File: src/rtl/core/tnp_pkg.sv
package tnp_pkg;

    localparam logic [7:0] T_IAC  = 8'd255;
    localparam logic [7:0] T_DONT = 8'd254;
    localparam logic [7:0] T_DO   = 8'd253;
    localparam logic [7:0] T_WONT = 8'd252;
    localparam logic [7:0] T_WILL = 8'd251;
    localparam logic [7:0] T_SB   = 8'd250;
    localparam logic [7:0] T_SE   = 8'd240;
    localparam logic [7:0] T_IP   = 8'd244;
    localparam logic [7:0] T_ESC  = 8'h1b;
    localparam logic [7:0] T_DEL  = 8'h7f;
    localparam logic [7:0] T_ETX  = 8'h03;
    localparam logic [7:0] T_NUL  = 8'h00;
    localparam logic [7:0] T_BS   = 8'h08;
    localparam logic [7:0] T_TAB  = 8'h09;
    localparam logic [7:0] T_LF   = 8'h0a;
    localparam logic [7:0] T_CR   = 8'h0d;
    localparam logic [7:0] T_SP   = 8'h20;
    localparam logic [7:0] T_CARET = 8'h5e;
    localparam logic [7:0] T_CHR_C = 8'h43;
    localparam logic [7:0] OPT_ECHO = 8'd1;

    localparam logic [2:0] PS_DATA   = 3'd0;
    localparam logic [2:0] PS_IAC    = 3'd1;
    localparam logic [2:0] PS_OPTION = 3'd2;
    localparam logic [2:0] PS_SUB    = 3'd3;
    localparam logic [2:0] PS_SUBIAC = 3'd4;

    localparam logic [1:0] CMD_WILL = 2'd0;
    localparam logic [1:0] CMD_DO   = 2'd2;

    localparam logic JOB_DATA = 1'b0;
    localparam logic JOB_NEG  = 1'b1;

    localparam logic [2:0] ECH_NONE  = 3'd0;
    localparam logic [2:0] ECH_LINE  = 3'd1;
    localparam logic [2:0] ECH_ERASE = 3'd2;
    localparam logic [2:0] ECH_INTR  = 3'd3;
    localparam logic [2:0] ECH_PRINT = 3'd4;

    localparam logic DEST_HOST = 1'b0;
    localparam logic DEST_LINK = 1'b1;

    localparam int QUEUE_DEPTH = 4;
    localparam int QPTR_W = $clog2(QUEUE_DEPTH);

    typedef struct packed {
        logic       kind;
        logic [2:0] echo_cls;
        logic [7:0] verb;
        logic [7:0] data;
        logic       line_end;
    } job_t;

    typedef struct packed {
        logic       dest;
        logic [7:0] out_byte;
        logic       line_end;
        logic       last;
    } word_t;

    function automatic logic [2:0] echo_len(input logic [2:0] cls, input logic [7:0] b);
        logic [2:0] len;
        begin
            case (cls)
                ECH_LINE:  len = 3'd2;
                ECH_ERASE: len = 3'd3;
                ECH_INTR:  len = 3'd4;
                ECH_PRINT: len = (b == T_IAC) ? 3'd2 : 3'd1;
                default:   len = 3'd0;
            endcase
            return len;
        end
    endfunction

    function automatic logic [7:0] echo_byte(input logic [2:0] cls, input logic [2:0] idx,
                                             input logic [7:0] b);
        logic [7:0] r;
        begin
            r = b;
            case (cls)
                ECH_LINE:  r = (idx == 3'd0) ? T_CR : T_LF;
                ECH_ERASE: r = (idx == 3'd1) ? T_SP : T_BS;
                ECH_INTR: begin
                    case (idx)
                        3'd0:    r = T_CARET;
                        3'd1:    r = T_CHR_C;
                        3'd2:    r = T_CR;
                        default: r = T_LF;
                    endcase
                end
                default:   r = b;
            endcase
            return r;
        end
    endfunction

    function automatic word_t job_word(input job_t job, input logic [2:0] idx);
        word_t      w;
        logic [2:0] elen;
        begin
            elen = echo_len(job.echo_cls, job.data);
            w.dest = DEST_LINK;
            w.line_end = 1'b0;
            if (job.kind == JOB_NEG) begin
                case (idx)
                    3'd0:    w.out_byte = T_IAC;
                    3'd1:    w.out_byte = job.verb;
                    default: w.out_byte = job.data;
                endcase
                w.last = (idx == 3'd2);
            end else if (idx < elen) begin
                w.out_byte = echo_byte(job.echo_cls, idx, job.data);
                w.last = 1'b0;
            end else begin
                w.dest = DEST_HOST;
                w.out_byte = job.data;
                w.line_end = job.line_end;
                w.last = 1'b1;
            end
            return w;
        end
    endfunction

endpackage

File: src/rtl/core/tnp_front.sv
module tnp_front
    import tnp_pkg::*;
(
    input  logic       aclk,
    input  logic       aresetn,
    input  logic       cfg_wr_en,
    input  logic       cfg_wr_data,
    input  logic       s_valid,
    output logic       s_ready,
    input  logic [7:0] s_rx_byte,
    input  logic       q_full,
    output logic       q_push,
    output job_t       q_job
);

    logic       echo_enable_reg;
    logic [2:0] parse_state_reg, parse_state_next;
    logic [1:0] pending_reg, pending_next;
    logic       after_cr_reg, after_cr_next;
    logic       esc_reg, esc_next;
    logic       accept;
    logic       push;
    logic       echo_req;
    logic [7:0] echo_in;
    logic [2:0] echo_cls;
    logic [7:0] verb_off;
    job_t       job;

    assign s_ready = !q_full;
    assign accept = s_valid && s_ready;
    assign verb_off = s_rx_byte - T_WILL;

    // Echo classification of the byte that goes to the host.
    always_comb begin
        echo_cls = ECH_NONE;
        esc_next = esc_reg;
        if (echo_req && echo_enable_reg) begin
            if (esc_reg) begin
                if (echo_in inside {[8'h40:8'h7e]}) begin
                    esc_next = 1'b0;
                end
            end else if (echo_in == T_ESC) begin
                esc_next = 1'b1;
            end else if (echo_in inside {T_CR, T_LF}) begin
                echo_cls = ECH_LINE;
            end else if (echo_in inside {T_BS, T_DEL}) begin
                echo_cls = ECH_ERASE;
            end else if (echo_in == T_ETX) begin
                echo_cls = ECH_INTR;
            end else if (echo_in >= T_SP || echo_in == T_TAB) begin
                echo_cls = ECH_PRINT;
            end
        end
    end

    always_comb begin
        parse_state_next = PS_DATA;
        pending_next = pending_reg;
        after_cr_next = after_cr_reg;
        push = 1'b0;
        echo_req = 1'b0;
        echo_in = s_rx_byte;
        job.kind = JOB_DATA;
        job.verb = T_WONT;
        job.data = s_rx_byte;
        job.line_end = 1'b0;
        case (parse_state_reg)
            PS_SUB: begin
                parse_state_next = (s_rx_byte == T_IAC) ? PS_SUBIAC : PS_SUB;
            end
            PS_SUBIAC: begin
                parse_state_next = (s_rx_byte == T_SE) ? PS_DATA : PS_SUB;
            end
            PS_OPTION: begin
                job.kind = JOB_NEG;
                if (pending_reg == CMD_DO) begin
                    push = 1'b1;
                    job.verb = (s_rx_byte == OPT_ECHO) ? T_WILL : T_WONT;
                end else if (pending_reg == CMD_WILL) begin
                    push = 1'b1;
                    job.verb = T_DONT;
                end
            end
            PS_IAC: begin
                if (s_rx_byte == T_IAC) begin
                    push = 1'b1;
                    echo_req = 1'b1;
                end else if (s_rx_byte inside {[T_WILL:T_DONT]}) begin
                    pending_next = verb_off[1:0];
                    parse_state_next = PS_OPTION;
                end else if (s_rx_byte == T_SB) begin
                    parse_state_next = PS_SUB;
                end else if (s_rx_byte == T_IP) begin
                    push = 1'b1;
                    echo_req = 1'b1;
                    echo_in = T_ETX;
                    job.data = T_ETX;
                end
            end
            default: begin
                if (s_rx_byte == T_IAC) begin
                    parse_state_next = PS_IAC;
                end else if (after_cr_reg && (s_rx_byte inside {T_NUL, T_LF})) begin
                    after_cr_next = 1'b0;
                end else begin
                    after_cr_next = (s_rx_byte == T_CR);
                    push = 1'b1;
                    echo_req = 1'b1;
                    job.line_end = (s_rx_byte inside {T_CR, T_LF});
                end
            end
        endcase
        job.echo_cls = (job.kind == JOB_DATA) ? echo_cls : ECH_NONE;
    end

    assign q_push = accept && push;
    assign q_job = job;

    always_ff @(posedge aclk) begin
        if (!aresetn) begin
            echo_enable_reg <= 1'b1;
            parse_state_reg <= PS_DATA;
            pending_reg <= CMD_WILL;
            after_cr_reg <= 1'b0;
            esc_reg <= 1'b0;
        end else begin
            if (cfg_wr_en) begin
                echo_enable_reg <= cfg_wr_data;
            end
            if (accept) begin
                parse_state_reg <= parse_state_next;
                pending_reg <= pending_next;
                after_cr_reg <= after_cr_next;
                esc_reg <= esc_next;
            end
        end
    end

endmodule

File: src/rtl/core/tnp_queue.sv
module tnp_queue
    import tnp_pkg::*;
(
    input  logic aclk,
    input  logic aresetn,
    input  logic push,
    input  job_t push_job,
    output logic full,
    input  logic pop,
    output job_t head_job,
    output logic empty
);

    job_t              mem [QUEUE_DEPTH];
    logic [QPTR_W-1:0] wr_ptr_reg;
    logic [QPTR_W-1:0] rd_ptr_reg;
    logic [QPTR_W:0]   count_reg;

    assign full = (count_reg == (QPTR_W+1)'(QUEUE_DEPTH));
    assign empty = (count_reg == '0);
    assign head_job = mem[rd_ptr_reg];

    always_ff @(posedge aclk) begin
        if (push) begin
            mem[wr_ptr_reg] <= push_job;
        end
    end

    always_ff @(posedge aclk) begin
        if (!aresetn) begin
            wr_ptr_reg <= '0;
            rd_ptr_reg <= '0;
            count_reg <= '0;
        end else begin
            if (push) begin
                wr_ptr_reg <= wr_ptr_reg + 1'b1;
            end
            if (pop) begin
                rd_ptr_reg <= rd_ptr_reg + 1'b1;
            end
            if (push && !pop) begin
                count_reg <= count_reg + 1'b1;
            end else if (pop && !push) begin
                count_reg <= count_reg - 1'b1;
            end
        end
    end

endmodule

File: src/rtl/core/tnp_back.sv
module tnp_back
    import tnp_pkg::*;
(
    input  logic       aclk,
    input  logic       aresetn,
    input  job_t       head_job,
    input  logic       empty,
    output logic       pop,
    output logic       m_valid,
    input  logic       m_ready,
    output logic       m_dest,
    output logic [7:0] m_out_byte,
    output logic       m_line_end,
    output logic       m_last
);

    logic [2:0] idx_reg;
    logic       m_valid_reg;
    word_t      word_reg;
    word_t      cur;
    logic       load;

    assign cur = job_word(head_job, idx_reg);
    assign load = !empty && (!m_valid_reg || m_ready);
    assign pop = load && cur.last;

    assign m_valid = m_valid_reg;
    assign m_dest = word_reg.dest;
    assign m_out_byte = word_reg.out_byte;
    assign m_line_end = word_reg.line_end;
    assign m_last = word_reg.last;

    always_ff @(posedge aclk) begin
        if (load) begin
            word_reg <= cur;
        end
    end

    always_ff @(posedge aclk) begin
        if (!aresetn) begin
            idx_reg <= '0;
            m_valid_reg <= 1'b0;
        end else begin
            if (load) begin
                m_valid_reg <= 1'b1;
                idx_reg <= cur.last ? 3'd0 : idx_reg + 3'd1;
            end else if (m_ready) begin
                m_valid_reg <= 1'b0;
            end
        end
    end

endmodule

File: src/rtl/core/telnet_receive_parser_with_echo_top.sv
// A word's first result is registered in the output sequencer after its job has been
// written to the queue. Throughput: one result word per cycle while m_ready is high;
// a received word yields zero to five results, sent one job at a time.
// The four-entry job queue lets the parser accept words while results drain.
// Reset (synchronous, aresetn low) empties the queue, clears the parser to the
// data state and sets echo_enable to 1.
module telnet_receive_parser_with_echo_top
    import tnp_pkg::*;
(
    input  logic       aclk,
    input  logic       aresetn,
    input  logic       cfg_wr_en,
    input  logic       cfg_wr_data,
    input  logic       s_valid,
    output logic       s_ready,
    input  logic [7:0] s_rx_byte,
    output logic       m_valid,
    input  logic       m_ready,
    output logic       m_dest,
    output logic [7:0] m_out_byte,
    output logic       m_line_end,
    output logic       m_last
);

    logic q_push;
    logic q_full;
    logic q_pop;
    logic q_empty;
    job_t push_job;
    job_t head_job;

    tnp_front u_front (
        .aclk        (aclk),
        .aresetn     (aresetn),
        .cfg_wr_en   (cfg_wr_en),
        .cfg_wr_data (cfg_wr_data),
        .s_valid     (s_valid),
        .s_ready     (s_ready),
        .s_rx_byte   (s_rx_byte),
        .q_full      (q_full),
        .q_push      (q_push),
        .q_job       (push_job)
    );

    tnp_queue u_queue (
        .aclk     (aclk),
        .aresetn  (aresetn),
        .push     (q_push),
        .push_job (push_job),
        .full     (q_full),
        .pop      (q_pop),
        .head_job (head_job),
        .empty    (q_empty)
    );

    tnp_back u_back (
        .aclk       (aclk),
        .aresetn    (aresetn),
        .head_job   (head_job),
        .empty      (q_empty),
        .pop        (q_pop),
        .m_valid    (m_valid),
        .m_ready    (m_ready),
        .m_dest     (m_dest),
        .m_out_byte (m_out_byte),
        .m_line_end (m_line_end),
        .m_last     (m_last)
    );

endmodule

File: config.mk
export PLATFORM = sky130hd
export DESIGN_NAME = telnet_receive_parser_with_echo_top
export DESIGN_NICKNAME = d
export VERILOG_FILES = /design/src/rtl/core/tnp_pkg.sv /design/src/rtl/core/tnp_front.sv /design/src/rtl/core/tnp_queue.sv /design/src/rtl/core/tnp_back.sv /design/src/rtl/core/telnet_receive_parser_with_echo_top.sv
export SDC_FILE = /design/constraint.sdc
export NUM_CORES = 1
export LEC_CHECK = 0
export BUFFER_PORTS_ARGS = -buffer_cell sky130_fd_sc_hd__clkbuf_2
export CAP_MARGIN = 20
export CELL_PAD_IN_SITES_DETAIL_PLACEMENT = 0
export CELL_PAD_IN_SITES_GLOBAL_PLACEMENT = 1
export CORE_MARGIN = 1.5
export CORE_UTILIZATION = 54
export DETAILED_ROUTE_END_ITERATION = 8
export PLACE_DENSITY = 0.92
export SETUP_SLACK_MARGIN = 0.5
export SLEW_MARGIN = 10
export SYNTH_ARGS = -nofsm -noshare
export SYNTH_HDL_FRONTEND = slang
export SYNTH_SLANG_ARGS = --single-unit
File: constraint.sdc
create_clock -name aclk -period 7.3 [get_ports aclk]
set_input_delay 2.19 -clock aclk [delete_from_list [all_inputs] [get_ports aclk]]
set_output_delay 2.19 -clock aclk [all_outputs]
set_load 0.05 [all_outputs]
==> results_dict.tcl, run 1 <==
set metrics [dict create \
    run_status "complete, no violations" \
    r2r_slack_ns 2.63 \
    synthesis.area_mm2 0.00467 \
    switching_share_pct 38.2 \
    nets 411 \
    detailedRoute.firstPassIterationCount 4 \
    cts_max_level 3 \
    drt_drc 0 \
    worst_clock_skew_ns 0.0155 \
    pin_count_of_the_biggest_net_entering_global_routing 22 \
    post_cts.repair.setup_buffers 0 \
    fillCellCount 625 \
    crit_path_max_incr_delay_ns 0.56 \
    post_synth_main_area_contributors "sky130_fd_sc_hd__edfxtp_1 (48%), sky130_fd_sc_hd__dfxtp_1 (9.0%), sky130_fd_sc_hd__mux4_2 (5.8%), sky130_fd_sc_hd__ha_1 (4.0%), sky130_fd_sc_hd__mux2i_1 (2.6%)" \
    synth.ff_latch_count 96 \
    worst_vdd_rail_ir_drop_v 0.000113 \
    clk_path_buf_depth 2 \
    leakagePower_nw 1.75 \
    timing.hold.worst.class "reg -> reg" \
    detail_route.iter0.violations 239 \
    layout-area-overhead-vs-synth_pct 8.42 \
    multi_input_area_mm2 0.00185 \
    setup_slack_ns 2.31 \
    fp-row-count 33 \
    max_freq_mhz 200 \
    report.final.hold_viol_count 0 \
    post_cts_resized 0 \
    rsz_0062_raised_after_global_routing "no" \
    avg_wl_per_cell_um 17.3 \
    maximum_fanout_encountered_on_the_critical_timing_path 9 \
    cp_top_family "compound AO/OA/AOI/OAI gates" \
    initial_utilization_pct 56.2 \
    crit_path_end_kind "flip-flop" \
    proportion_of_layout_cells_with_a_drive_suffix_above_1_pct 17.1 \
    die_area_mm2 0.00921 \
    yosys_most_used_dff "sky130_fd_sc_hd__edfxtp_1" \
    max_slew_headroom_pct 45.8 \
    final.min_clock_period_ns 4.99 \
    combinational_group_share_of_total_power_pct 40.9 \
    synth_edf_count 75 \
    synth_nets 386 \
    reg2reg_depth 17 \
    detailed_placement_wirelength_estimate_um 5980 \
    power_density_mw_per_mm2 371 \
    power.net_switching_uw 716 \
    cp.required_ns 7.60 \
    worst_path_max_delay_cell "sky130_fd_sc_hd__o31ai_1" \
    regToRegEndpoint "u_queue.count_reg[2]$_SDFFE_PN0P_" \
    drt-vias-per-instance 5.90 \
    placeableCoreArea_mm2 0.00830 \
    async_reset_ff_share_pct 0 \
    grt_pass1_vias 2819 \
    final_max_slew_viol_count 0 \
    post_dp_cell_area_mm2 0.00485 \
    tns_ns 0 \
    io_pins 27 \
    clock-root-buffer "sky130_fd_sc_hd__clkbuf_8" \
    worstHoldStart "u_back.m_valid$_SDFFE_PN0P_" \
    largest_reg_flops 64 \
    cts_inserted_buffers 9 \
    postLayoutCellArea_mm2 0.00506 \
    regMostFlops "u_queue.mem" \
    die_w_um 96.0 \
    ant_nets 0 \
    clock_insertion_delay_worst_skew_ns 0.36 \
    drv_cap 0 \
    syn-mean-instance-area_um2 13.1 \
    clkTransAtPathRegs_ns 0.10 \
    post-synth-top-count-cell "sky130_fd_sc_hd__edfxtp_1" \
    grt_pass1_wl_um 14000 \
    num_antenna_cells 0 \
    yosysSeqAreaShare_pct 57.3 \
    worstPathBufferInverterCount 3 \
    synth_area_leader_cell "sky130_fd_sc_hd__edfxtp_1" \
    postLayoutCoreUtil_pct 61.0 \
    die_height_um 96.0 \
    start_kind "input pin" \
    post_synth_num_cell_types 62 \
    report.final.setup_viol 0 \
    post_synth_most_frequent_cells "sky130_fd_sc_hd__edfxtp_1 (75), sky130_fd_sc_hd__dfxtp_1 (21), sky130_fd_sc_hd__nor2_1 (20), sky130_fd_sc_hd__nand2_1 (18), sky130_fd_sc_hd__inv_1 (16)" \
    seqPwrFrac_pct 40.9 \
    min_period_over_period_pct 68.4 \
    dp_worst_setup_slack_ns 1.95 \
    ordered_list_of_cells_on_the_worst_path "clkbuf_2 > inv_1 > ha_1 > mux2i_1 > nor4b_1 > o31ai_1 > o21a_1 > ha_1 > inv_1 > fa_1 > xor2_1 > or3_1 > a21boi_0" \
    gpl.final_weighted_congestion 0.844 \
    synth_cells 356 \
    internal-power_mw 1.16 \
    drt_wl_total_um 8460 \
    via_count 2889 \
    tritoncts "built" \
    worst_ep_arrival_time_ns 5.29 \
    worst_slew_pin_slew_ns 0.814 \
    hold-path-cell-count 2 \
    layout.area.seq_mm2 0.00267 \
    ys_warn_count 0 \
    critical_path_class "in -> reg" \
    globalRoute.totalOverflow 0 \
    power_frac_clock_pct 18.2 \
    cts_hold_buf 0 \
    clkSinkCount 96 \
    synth_top_area_share_pct 48.3 \
    io_buffer_count 26 \
    min_to "u_back.m_valid$_SDFFE_PN0P_" \
    grtUsageTotal_pct 20.6 \
    grt_antenna_before_repair 0 \
]
[cell families after synthesis]
family	Yosys count	synth area share (%)
compound gates	60	8.98
buf+inv	30	3.03
mux	29	10.9
flops	96	57.3
simple gates	121	14.7
xor+xnor	4	0.751
fa+ha+maj	16	4.45
[tightest hold or removal path, delay by kind of cell (launching register included)]
kind | cells | cell delay, ns
DFF | 1 | 0.33
AOI/OAI and AO/OA | 1 | 0.06
and+or+nand+nor | 1 | 0.05
[through the flow]
step | std cells | power (mW) | hold WS, ns
floorplan | 356 | 1.40 | 0.445
global placement | 474 | 1.53 | 0.460
detailed placement | 474 | 1.54 | 0.472
CTS | 489 | 1.88 | 0.485
global route | 490 | 1.99 | 0.536
finish | 490 | 1.88 | 0.483
[how the worst max path moves through the flow]
stage | slack [ns] | end | cells after the start | start
floorplan | 2.55 | u_queue.count_reg[2]$_SDFFE_PN0P_ | 12 | s_rx_byte[0]
global placement | 2.10 | u_queue.count_reg[2]$_SDFFE_PN0P_ | 13 | s_rx_byte[0]
detailed placement | 1.95 | u_queue.count_reg[2]$_SDFFE_PN0P_ | 13 | s_rx_byte[0]
CTS | 2.31 | u_queue.count_reg[2]$_SDFFE_PN0P_ | 13 | s_rx_byte[0]
global route | 2.05 | u_queue.count_reg[2]$_SDFFE_PN0P_ | 13 | s_rx_byte[0]
finish | 2.31 | u_queue.count_reg[2]$_SDFFE_PN0P_ | 13 | s_rx_byte[0]
[power by group through the flow]
stage                     clock [mW]  sequential (mW)  combinational, mW
after global placement             0            0.775              0.751
after detailed placement           0            0.781              0.764
after CTS                      0.345            0.768              0.766
after global routing           0.369            0.778              0.847
final                          0.341            0.767              0.768
after floorplan                    0            0.889              0.511
[layout by cell type (no fill, tap or decap), types with 3 or more instances in the layout]
cell                        n
sky130_fd_sc_hd__edfxtp_1  75
sky130_fd_sc_hd__clkbuf_2  26
sky130_fd_sc_hd__dfxtp_1   21
sky130_fd_sc_hd__nor2_1    20
sky130_fd_sc_hd__nand2_1   18
sky130_fd_sc_hd__inv_1     16
sky130_fd_sc_hd__ha_1      15
sky130_fd_sc_hd__nor2b_1   14
sky130_fd_sc_hd__mux2i_1   12
sky130_fd_sc_hd__mux4_2    12
sky130_fd_sc_hd__o21ai_0   12
sky130_fd_sc_hd__nand3_1   10
sky130_fd_sc_hd__a21oi_1   10
sky130_fd_sc_hd__nand4_1    9
sky130_fd_sc_hd__clkbuf_8   9
sky130_fd_sc_hd__and2_1     8
sky130_fd_sc_hd__nor3_1     6
sky130_fd_sc_hd__a21boi_0   6
sky130_fd_sc_hd__o21a_1     5
sky130_fd_sc_hd__nor4_1     5
sky130_fd_sc_hd__nor4b_1    4
sky130_fd_sc_hd__mux4_1     4
sky130_fd_sc_hd__nand2b_1   4
sky130_fd_sc_hd__nor3b_1    3
sky130_fd_sc_hd__or4_1      3
sky130_fd_sc_hd__xnor2_1    3
sky130_fd_sc_hd__nand3b_1   3
sky130_fd_sc_hd__or2_2      3
sky130_fd_sc_hd__a211oi_1   3
[cell type report]
class,instances,share of cell area [%]
flip-flops and latches,96,52.8
well taps,105,2.60
inverters,16,1.19
clock buffers,9,2.45
clock inverters,6,1.36
repair buffers,28,2.97
multi-input cells,230,36.6
[routing by layer]
layer / vias to the layer above / global-route usage [%] / part of all wire, %
met2: 71 / 33.0 / 49
met1: 1394 / 27.6 / 45
met5: - / 0 / 0
met3: 15 / 4.34 / 4.3
li1: 1409 / - / -
met4: 0 / 8.09 / 2.0
No activity file was read; power rests on OpenSTA's default activity.
==> run 2: changes to the inputs <==
--- a/config.mk
+++ b/config.mk
@@ -5,14 +5,15 @@
 export SDC_FILE = /design/constraint.sdc
 export NUM_CORES = 1
 export LEC_CHECK = 0
+export ABC_AREA = 1
 export BUFFER_PORTS_ARGS = -buffer_cell sky130_fd_sc_hd__clkbuf_2
 export CAP_MARGIN = 20
 export CELL_PAD_IN_SITES_DETAIL_PLACEMENT = 0
 export CELL_PAD_IN_SITES_GLOBAL_PLACEMENT = 1
 export CORE_MARGIN = 1.5
-export CORE_UTILIZATION = 54
+export CORE_UTILIZATION = 43
 export DETAILED_ROUTE_END_ITERATION = 8
-export PLACE_DENSITY = 0.92
+export PLACE_DENSITY = 0.84
 export SETUP_SLACK_MARGIN = 0.5
 export SLEW_MARGIN = 10
 export SYNTH_ARGS = -nofsm -noshare
==> constraint.sdc (replaced) <==
create_clock -name aclk -period 4.1 [get_ports aclk]
set_input_delay 1.23 -clock aclk [delete_from_list [all_inputs] [get_ports aclk]]
set_output_delay 1.23 -clock aclk [all_outputs]
set_load 0.05 [all_outputs]
==> run 2 against run 1 <==
  * Worst hold slack worse by 0.012 ns
  * Critical path depth is 10 higher
  * Clock skew is 0.0099 ns lower
  * Sequential power is 80% higher
  * Total power is 130% higher
  * Worst setup slack worse by 1.6 ns
  * Cell count is 50% higher
  * Clock power grew to 2.6 times the previous value
  * Core utilization is 9.8 points lower
  * Critical endpoint is now u_queue.count_reg[1]$_SDFFE_PN0P_
  * Largest power group unchanged
==> results_dict.tcl, run 2 <==
set metrics [dict create \
    max_slew_headroom_pct 51.0 \
    layout-area-overhead-vs-synth_pct 16.1 \
    fp-row-count 39 \
    proportion_of_layout_cells_with_a_drive_suffix_above_1_pct 20.0 \
    grtUsageTotal_pct 17.9 \
    syn-mean-instance-area_um2 9.21 \
    ys_warn_count 0 \
    clk_path_buf_depth 2 \
    post_dp_cell_area_mm2 0.00528 \
    post_synth_num_cell_types 42 \
    cts_max_level 3 \
    die_w_um 111 \
    detailed_placement_wirelength_estimate_um 7680 \
    synth_nets 574 \
    cts_inserted_buffers 9 \
    io_pins 27 \
    clock-root-buffer "sky130_fd_sc_hd__clkbuf_16" \
    clkTransAtPathRegs_ns 0.07 \
    gpl.final_weighted_congestion 0.850 \
    leakagePower_nw 2.46 \
    num_antenna_cells 0 \
    synth_cells 544 \
    final_max_slew_viol_count 0 \
    tns_ns 0 \
    multi_input_area_mm2 0.00189 \
    timing.hold.worst.class "reg -> reg" \
    min_period_over_period_pct 81.6 \
    ant_nets 0 \
    layout_common_cells "sky130_fd_sc_hd__inv_1 (97), sky130_fd_sc_hd__nand2_1 (95), sky130_fd_sc_hd__edfxtp_1 (75), sky130_fd_sc_hd__nor2_1 (41), sky130_fd_sc_hd__nand3_1 (35)" \
    tritoncts "built" \
    worst_path_max_delay_cell "sky130_fd_sc_hd__dfxtp_4" \
    avg_wl_per_cell_um 15.0 \
    rsz_0062_raised_after_global_routing "no" \
    grt_pass1_wl_um 17400 \
    async_reset_ff_share_pct 0 \
    start_kind "flip-flop" \
    post_synth_main_area_contributors "sky130_fd_sc_hd__edfxtp_1 (45%), sky130_fd_sc_hd__dfxtp_1 (8.4%), sky130_fd_sc_hd__inv_1 (7.3%), sky130_fd_sc_hd__nand2_1 (7.3%), sky130_fd_sc_hd__ha_1 (3.7%)" \
    yosysSeqAreaShare_pct 53.3 \
    grt_antenna_before_repair 0 \
    via_count 3784 \
    io_buffer_count 26 \
    cp.required_ns 4.34 \
    worst_vdd_rail_ir_drop_v 0.000458 \
    regMostFlops "u_queue.mem" \
    drt-vias-per-instance 5.13 \
    cp_top_family "simple AND/OR/NAND/NOR gates" \
    report.final.setup_viol 0 \
    synth.ff_latch_count 96 \
    globalRoute.totalOverflow 0 \
    grt_pass1_vias 3584 \
    initial_utilization_pct 44.1 \
    drv_cap 0 \
    critical_path_class "reg -> reg" \
    largest_reg_flops 64 \
    die_height_um 111 \
    postLayoutCellArea_mm2 0.00582 \
    final.min_clock_period_ns 3.34 \
    worst_clock_skew_ns 0.00559 \
    worstPathBufferInverterCount 5 \
    layout.cells.most_common "sky130_fd_sc_hd__inv_1" \
    clock_insertion_delay_worst_skew_ns 0.35 \
    post_synth_most_frequent_cells "sky130_fd_sc_hd__inv_1 (98), sky130_fd_sc_hd__nand2_1 (98), sky130_fd_sc_hd__edfxtp_1 (75), sky130_fd_sc_hd__nor2_1 (43), sky130_fd_sc_hd__nand3_1 (36)" \
    maximum_fanout_encountered_on_the_critical_timing_path 7 \
    worst_slew_pin_slew_ns 0.730 \
    drt_drc 0 \
    worst_ep_arrival_time_ns 3.58 \
    nets 619 \
    synth_top_area_share_pct 44.9 \
    crit_path_max_incr_delay_ns 0.47 \
    power_density_mw_per_mm2 732 \
    yosys_most_used_dff "sky130_fd_sc_hd__edfxtp_1" \
    run_status "complete, no violations" \
    detail_route.iter0.violations 232 \
    cts_hold_buf 0 \
    drt_wl_total_um 11000 \
    detailedRoute.firstPassIterationCount 6 \
    synthesis.area_mm2 0.00501 \
    ordered_list_of_cells_on_the_worst_path "clkinv_8 > buf_4 > nand2_2 > nand3_2 > nand2_2 > nand2_1 > nor2_1 > nand2_1 > o311ai_2 > inv_1 > ha_1 > nand2_1 > inv_1 > nand2_2 > nand2_4 > nand2_8 > nand2_8 > nand2_4 > ha_2 > inv_2 > fa_2 > o21ai_0 > a21oi_1" \
    crit_path_end_kind "flip-flop" \
    die_area_mm2 0.0123 \
    synth_area_leader_cell "sky130_fd_sc_hd__edfxtp_1" \
    fillCellCount 1057 \
    max_freq_mhz 299 \
    clkSinkCount 96 \
    placeableCoreArea_mm2 0.0114 \
    report.final.hold_viol_count 0 \
    pin_count_of_the_biggest_net_entering_global_routing 34 \
    synth_edf_count 75 \
    layout.area.seq_mm2 0.00268 \
]
## run 2: cell count changes in the layout (fill, tap and decap cells not counted), moves of 21 or more
| cell | previous run | this run |
|---|---|---|
| sky130_fd_sc_hd__inv_1 | 16 | 97 |
| sky130_fd_sc_hd__nand2_1 | 18 | 95 |
| sky130_fd_sc_hd__nand3_1 | 10 | 35 |
| sky130_fd_sc_hd__nand2_2 | 1 | 24 |
| sky130_fd_sc_hd__nor2_1 | 20 | 41 |
## run 2: layout make-up
class	count	share of cell area (%)
Tap cell	143	3.08
Multi-Input combinational cell	334	32.6
Clock inverter	6	1.61
Inverter	101	6.77
Timing Repair Buffer	45	5.72
Timing Repair inverter	2	0.301
Clock buffer	10	3.94
Sequential cell	96	46.0
## run 2: worst register-to-register path, stage by stage (launching register included)
cell	delay [ns]
sky130_fd_sc_hd__dfxtp_4	0.47
sky130_fd_sc_hd__clkinv_8	0.10
sky130_fd_sc_hd__buf_4	0.14
sky130_fd_sc_hd__nand2_2	0.05
sky130_fd_sc_hd__nand3_2	0.09
sky130_fd_sc_hd__nand2_2	0.10
sky130_fd_sc_hd__nand2_1	0.05
sky130_fd_sc_hd__nor2_1	0.10
sky130_fd_sc_hd__nand2_1	0.10
sky130_fd_sc_hd__o311ai_2	0.27
sky130_fd_sc_hd__inv_1	0.07
sky130_fd_sc_hd__ha_1	0.27
sky130_fd_sc_hd__nand2_1	0.04
sky130_fd_sc_hd__inv_1	0.10
sky130_fd_sc_hd__nand2_2	0.09
sky130_fd_sc_hd__nand2_4	0.10
sky130_fd_sc_hd__nand2_8	0.07
sky130_fd_sc_hd__nand2_8	0.09
sky130_fd_sc_hd__nand2_4	0.06
sky130_fd_sc_hd__ha_2	0.18
sky130_fd_sc_hd__inv_2	0.07
sky130_fd_sc_hd__fa_2	0.42
sky130_fd_sc_hd__o21ai_0	0.16
sky130_fd_sc_hd__a21oi_1	0.06
## run 2: path summary, 6_finish.rpt
path / startpoint / to / slack [ns] / cells after the start
worst max-delay path: flip-flop / u_queue.count_reg[1]$_SDFFE_PN0P_ / 0.76 / 23
worst max register to register: flip-flop / u_queue.count_reg[1]$_SDFFE_PN0P_ / 0.76 / 23
worst min register to register: u_front.after_cr_reg$_SDFFE_PN0P_ / u_front.after_cr_reg$_SDFFE_PN0P_ / 0.47 / 2
worst min-delay path: u_front.after_cr_reg$_SDFFE_PN0P_ / u_front.after_cr_reg$_SDFFE_PN0P_ / 0.47 / 2
## run 2: cell families (layout without fill, tap and decap cells)
group	Yosys count	count (layout)	synth area share [%]
adder cells (fa/ha/maj)	16	16	4.14
AO/OA/AOI/OAI	80	80	9.69
flip-flops	96	96	53.3
XOR/XNOR	2	2	0.350
AND/OR/NAND/NOR	236	236	22.8
buffers and inverters	114	164	9.64
## run 2: repair_timing
item / CTS / global route
setup buffers: 0 / 9
gates cloned: 0 / 4
resized for setup: 3 / 20
pin swaps: 0 / 10
setup endpoints to repair: 1 / 2
## run 2: stage by stage
step | hold slack (ns) | utilization (%) | instances | setup slack, ns | total power [mW]
CTS | 0.470 | 49.4 | 724 | 0.512 | 4.04
global route | 0.506 | 51.2 | 737 | 0.472 | 4.53
global placement | 0.448 | 46.5 | 708 | 0.440 | 3.08
detailed placement | 0.460 | 46.5 | 708 | 0.383 | 3.12
finish | 0.471 | 51.2 | 737 | 0.755 | 4.26
floorplan | 0.440 | - | 544 | 0.708 | 2.78
## run 2: power by group
| group | switching [mW] | leakage (nW) | internal [mW] |
|---|---|---|---|
| clock network | 0.363 | 0.153 | 0.539 |
| registers | 0.0899 | 0.861 | 1.29 |
| logic | 1.32 | 1.45 | 0.649 |
| total | 1.78 | 2.46 | 2.48 |
## run 2: metal layers
metal / share of wire, % / vias up / global-route usage, %
met4: 2.6 / 0 / 9.06
li1: - / 1893 / -
met1: 44 / 1779 / 23.3
met2: 49 / 91 / 29.2
met3: 3.9 / 21 / 2.73
met5: 0 / - / 0
==> run 3: changes to the inputs <==
==> constraint.sdc (replaced) <==
create_clock -name aclk -period 2.7 [get_ports aclk]
set_input_delay 0.81 -clock aclk [delete_from_list [all_inputs] [get_ports aclk]]
set_output_delay 0.81 -clock aclk [all_outputs]
set_load 0.05 [all_outputs]
==> run 3 against run 2 <==
  * Routed wire length grew 2.4%
  * Fmax up 12%
  * Worst setup slack got worse by 1.0 ns
  * Design area increased by 16%
  * Clock power increased by 28%
  * Critical endpoint is now u_queue.count_reg[2]$_SDFFE_PN0P_
  * Die area is the same
  * Sequential power increased by 51%
  * Critical path depth grew 3
  * Total power up 62%
  * First-iteration DRC count decreased by 28%
  * The run now ends with negative setup slack left
  * Global-route usage grew 1.4 points
  * Via count rose by 6.3%
==> results_dict.tcl, run 3 (synthesized netlist as in run 2, its figures left out) <==
set metrics [dict create \
    timing.hold.worst.class "reg -> reg" \
    clkTransAtPathRegs_ns 0.06 \
    drt_drc 0 \
    grt_pass1_vias 4029 \
    grt_pass1_wl_um 18900 \
    clock_insertion_delay_worst_skew_ns 0.35 \
    fp-row-count 39 \
    max_freq_mhz 335 \
    worst_clock_skew_ns 0.00573 \
    placeableCoreArea_mm2 0.0114 \
    seqPwrFrac_pct 30.3 \
    io_buffer_count 26 \
    report.final.setup_viol 4 \
    clkSinkCount 96 \
    detailed_placement_wirelength_estimate_um 8180 \
    ant_nets 0 \
    clk_path_buf_depth 2 \
    tns_ns -0.611 \
    drt-vias-per-instance 4.94 \
    dp_worst_setup_slack_ns -0.506 \
    min_period_over_period_pct 111 \
    detailedRoute.firstPassIterationCount 4 \
    rsz_0062_raised_after_global_routing "yes" \
    internal-power_mw 4.07 \
    start_kind "flip-flop" \
    power_frac_clock_pct 16.6 \
    tritoncts "built" \
    report.final.hold_viol_count 0 \
    pin_count_of_the_biggest_net_entering_global_routing 24 \
    leakagePower_nw 2.88 \
    maximum_fanout_encountered_on_the_critical_timing_path 8 \
    proportion_of_layout_cells_with_a_drive_suffix_above_1_pct 36.1 \
    power_density_mw_per_mm2 1020 \
    max_slew_headroom_pct 68.2 \
    cts_max_level 3 \
    cts_inserted_buffers 9 \
    worst_vdd_rail_ir_drop_v 0.000599 \
    switching_share_pct 41.0 \
    violations "negative setup slack" \
    postLayoutCellArea_mm2 0.00676 \
    grt_antenna_before_repair 0 \
    avg_wl_per_cell_um 13.9 \
    crit_path_end_kind "flip-flop" \
    die_w_um 111 \
    die_height_um 111 \
    final_max_slew_viol_count 0 \
    clock-root-buffer "sky130_fd_sc_hd__clkbuf_16" \
    final.min_clock_period_ns 2.98 \
    fillCellCount 966 \
    drv_cap 0 \
    via_count 4024 \
    cp.required_ns 2.98 \
    combinational_group_share_of_total_power_pct 53.0 \
    die_area_mm2 0.0123 \
    power.net_switching_mw 2.82 \
    detail_route.iter0.violations 167 \
    globalRoute.totalOverflow 0 \
    io_pins 27 \
    initial_utilization_pct 44.1 \
    post_dp_cell_area_mm2 0.00607 \
    largest_reg_flops 64 \
    layout-area-overhead-vs-synth_pct 35.0 \
    postLayoutCoreUtil_pct 59.5 \
    num_antenna_cells 0 \
    run_status "complete, but fails checks" \
    worst_slew_pin_slew_ns 0.476 \
    layout_common_cells "sky130_fd_sc_hd__inv_1 (87), sky130_fd_sc_hd__nand2_1 (87), sky130_fd_sc_hd__buf_4 (86), sky130_fd_sc_hd__edfxtp_1 (75), sky130_fd_sc_hd__nor2_1 (33)" \
    grtUsageTotal_pct 19.3 \
    drt_wl_total_um 11300 \
    worst_ep_arrival_time_ns 3.27 \
    regMostFlops "u_queue.mem" \
    critical_path_class "reg -> reg" \
    gpl.final_weighted_congestion 0.846 \
    nets 696 \
    setup_slack_ns -0.285 \
]
## run 3: cell count changes in the layout (fill, tap and decap cells not counted), moves of 5 or more
cell                      previous run  this run
sky130_fd_sc_hd__o21ai_1             2         7
sky130_fd_sc_hd__o21ai_0            24        17
sky130_fd_sc_hd__buf_4              15        86
sky130_fd_sc_hd__inv_1              97        87
sky130_fd_sc_hd__nor2_4              3        10
sky130_fd_sc_hd__inv_2               2         8
sky130_fd_sc_hd__nand2_1            95        87
sky130_fd_sc_hd__buf_6               0         6
sky130_fd_sc_hd__nor2_1             41        33
## run 3: path summary, 6_finish.rpt
check	startpoint	slack, ns	endpoint	cells past startpoint
hold reg to reg	u_front.parse_state_reg[2]$_SDFFE_PN0P_	0.49	u_front.parse_state_reg[2]$_SDFFE_PN0P_	2
hold / removal	u_front.parse_state_reg[2]$_SDFFE_PN0P_	0.49	u_front.parse_state_reg[2]$_SDFFE_PN0P_	2
setup reg to reg	flip-flop	-0.28	u_queue.count_reg[2]$_SDFFE_PN0P_	26
setup / recovery	flip-flop	-0.28	u_queue.count_reg[2]$_SDFFE_PN0P_	26
## run 3: layout make-up
cell class                      instances  area (µm²)  share of cell area [%]
Clock inverter                          7        38.8                   0.574
Sequential cell                        96        2680                    39.6
Timing Repair Buffer                  124        1030                    15.2
Tap cell                              143         179                    2.65
Clock buffer                            9         225                    3.33
Inverter                              101         425                    6.29
Multi-Input combinational cell        334        2180                    32.3
## run 3: metal layers
layer	vias up	track usage, %	share of wire, %
met5	-	0	0
met4	0	9.40	2.8
met3	25	3.39	3.5
met2	81	34.0	51
met1	1869	22.7	42
li1	2049	-	-
## run 3: power by group through the flow
stage                     Clock (mW)  Sequential [mW]  Combinational [mW]
after global placement             0             2.10                3.27
after floorplan                    0             2.41                1.93
after CTS                       1.17             2.09                3.59
final                           1.15             2.09                3.66
after global routing            1.23             2.12                4.01
after detailed placement           0             2.12                3.34
## run 3: worst max-delay path, cell delays in order, from the launching register on
cell and delay (ns):
sky130_fd_sc_hd__dfxtp_4 0.42, sky130_fd_sc_hd__buf_6 0.15, sky130_fd_sc_hd__nand2_1 0.05, sky130_fd_sc_hd__nand3_1 0.09, sky130_fd_sc_hd__nand2_2 0.08, sky130_fd_sc_hd__nor2_2 0.14
sky130_fd_sc_hd__inv_1 0.07, sky130_fd_sc_hd__nor2_2 0.10, sky130_fd_sc_hd__inv_1 0.07, sky130_fd_sc_hd__o311ai_2 0.06, sky130_fd_sc_hd__inv_1 0.07, sky130_fd_sc_hd__ha_1 0.28
sky130_fd_sc_hd__nand2_1 0.08, sky130_fd_sc_hd__inv_2 0.04, sky130_fd_sc_hd__nand2_2 0.07, sky130_fd_sc_hd__nand2_4 0.07, sky130_fd_sc_hd__nand2_8 0.09, sky130_fd_sc_hd__nand2_8 0.05
sky130_fd_sc_hd__nand2_4 0.07, sky130_fd_sc_hd__ha_4 0.13, sky130_fd_sc_hd__inv_2 0.04, sky130_fd_sc_hd__fa_2 0.33, sky130_fd_sc_hd__nor2_1 0.09, sky130_fd_sc_hd__nor2_1 0.05
sky130_fd_sc_hd__nand2_1 0.07, sky130_fd_sc_hd__o21ai_1 0.06, sky130_fd_sc_hd__a21oi_1 0.12
## run 3: through the flow
step           total power [mW]  hold WS, ns  instances
6_report                   6.89        0.490        814
2_1_floorplan              4.34        0.440        544
3_5_place_dp               5.45        0.457        782
5_1_grt                    7.36        0.509        814
3_3_place_gp               5.37        0.449        782
4_1_cts                    6.86        0.468        814
## run 3: repair_timing
item                                    CTS  global route
hold buffers                              0             0
resized for setup                        44            23
buffers inserted                         15             0
endpoints found under the setup margin  103           100
pin swaps                                18            15
gates cloned                              1             0
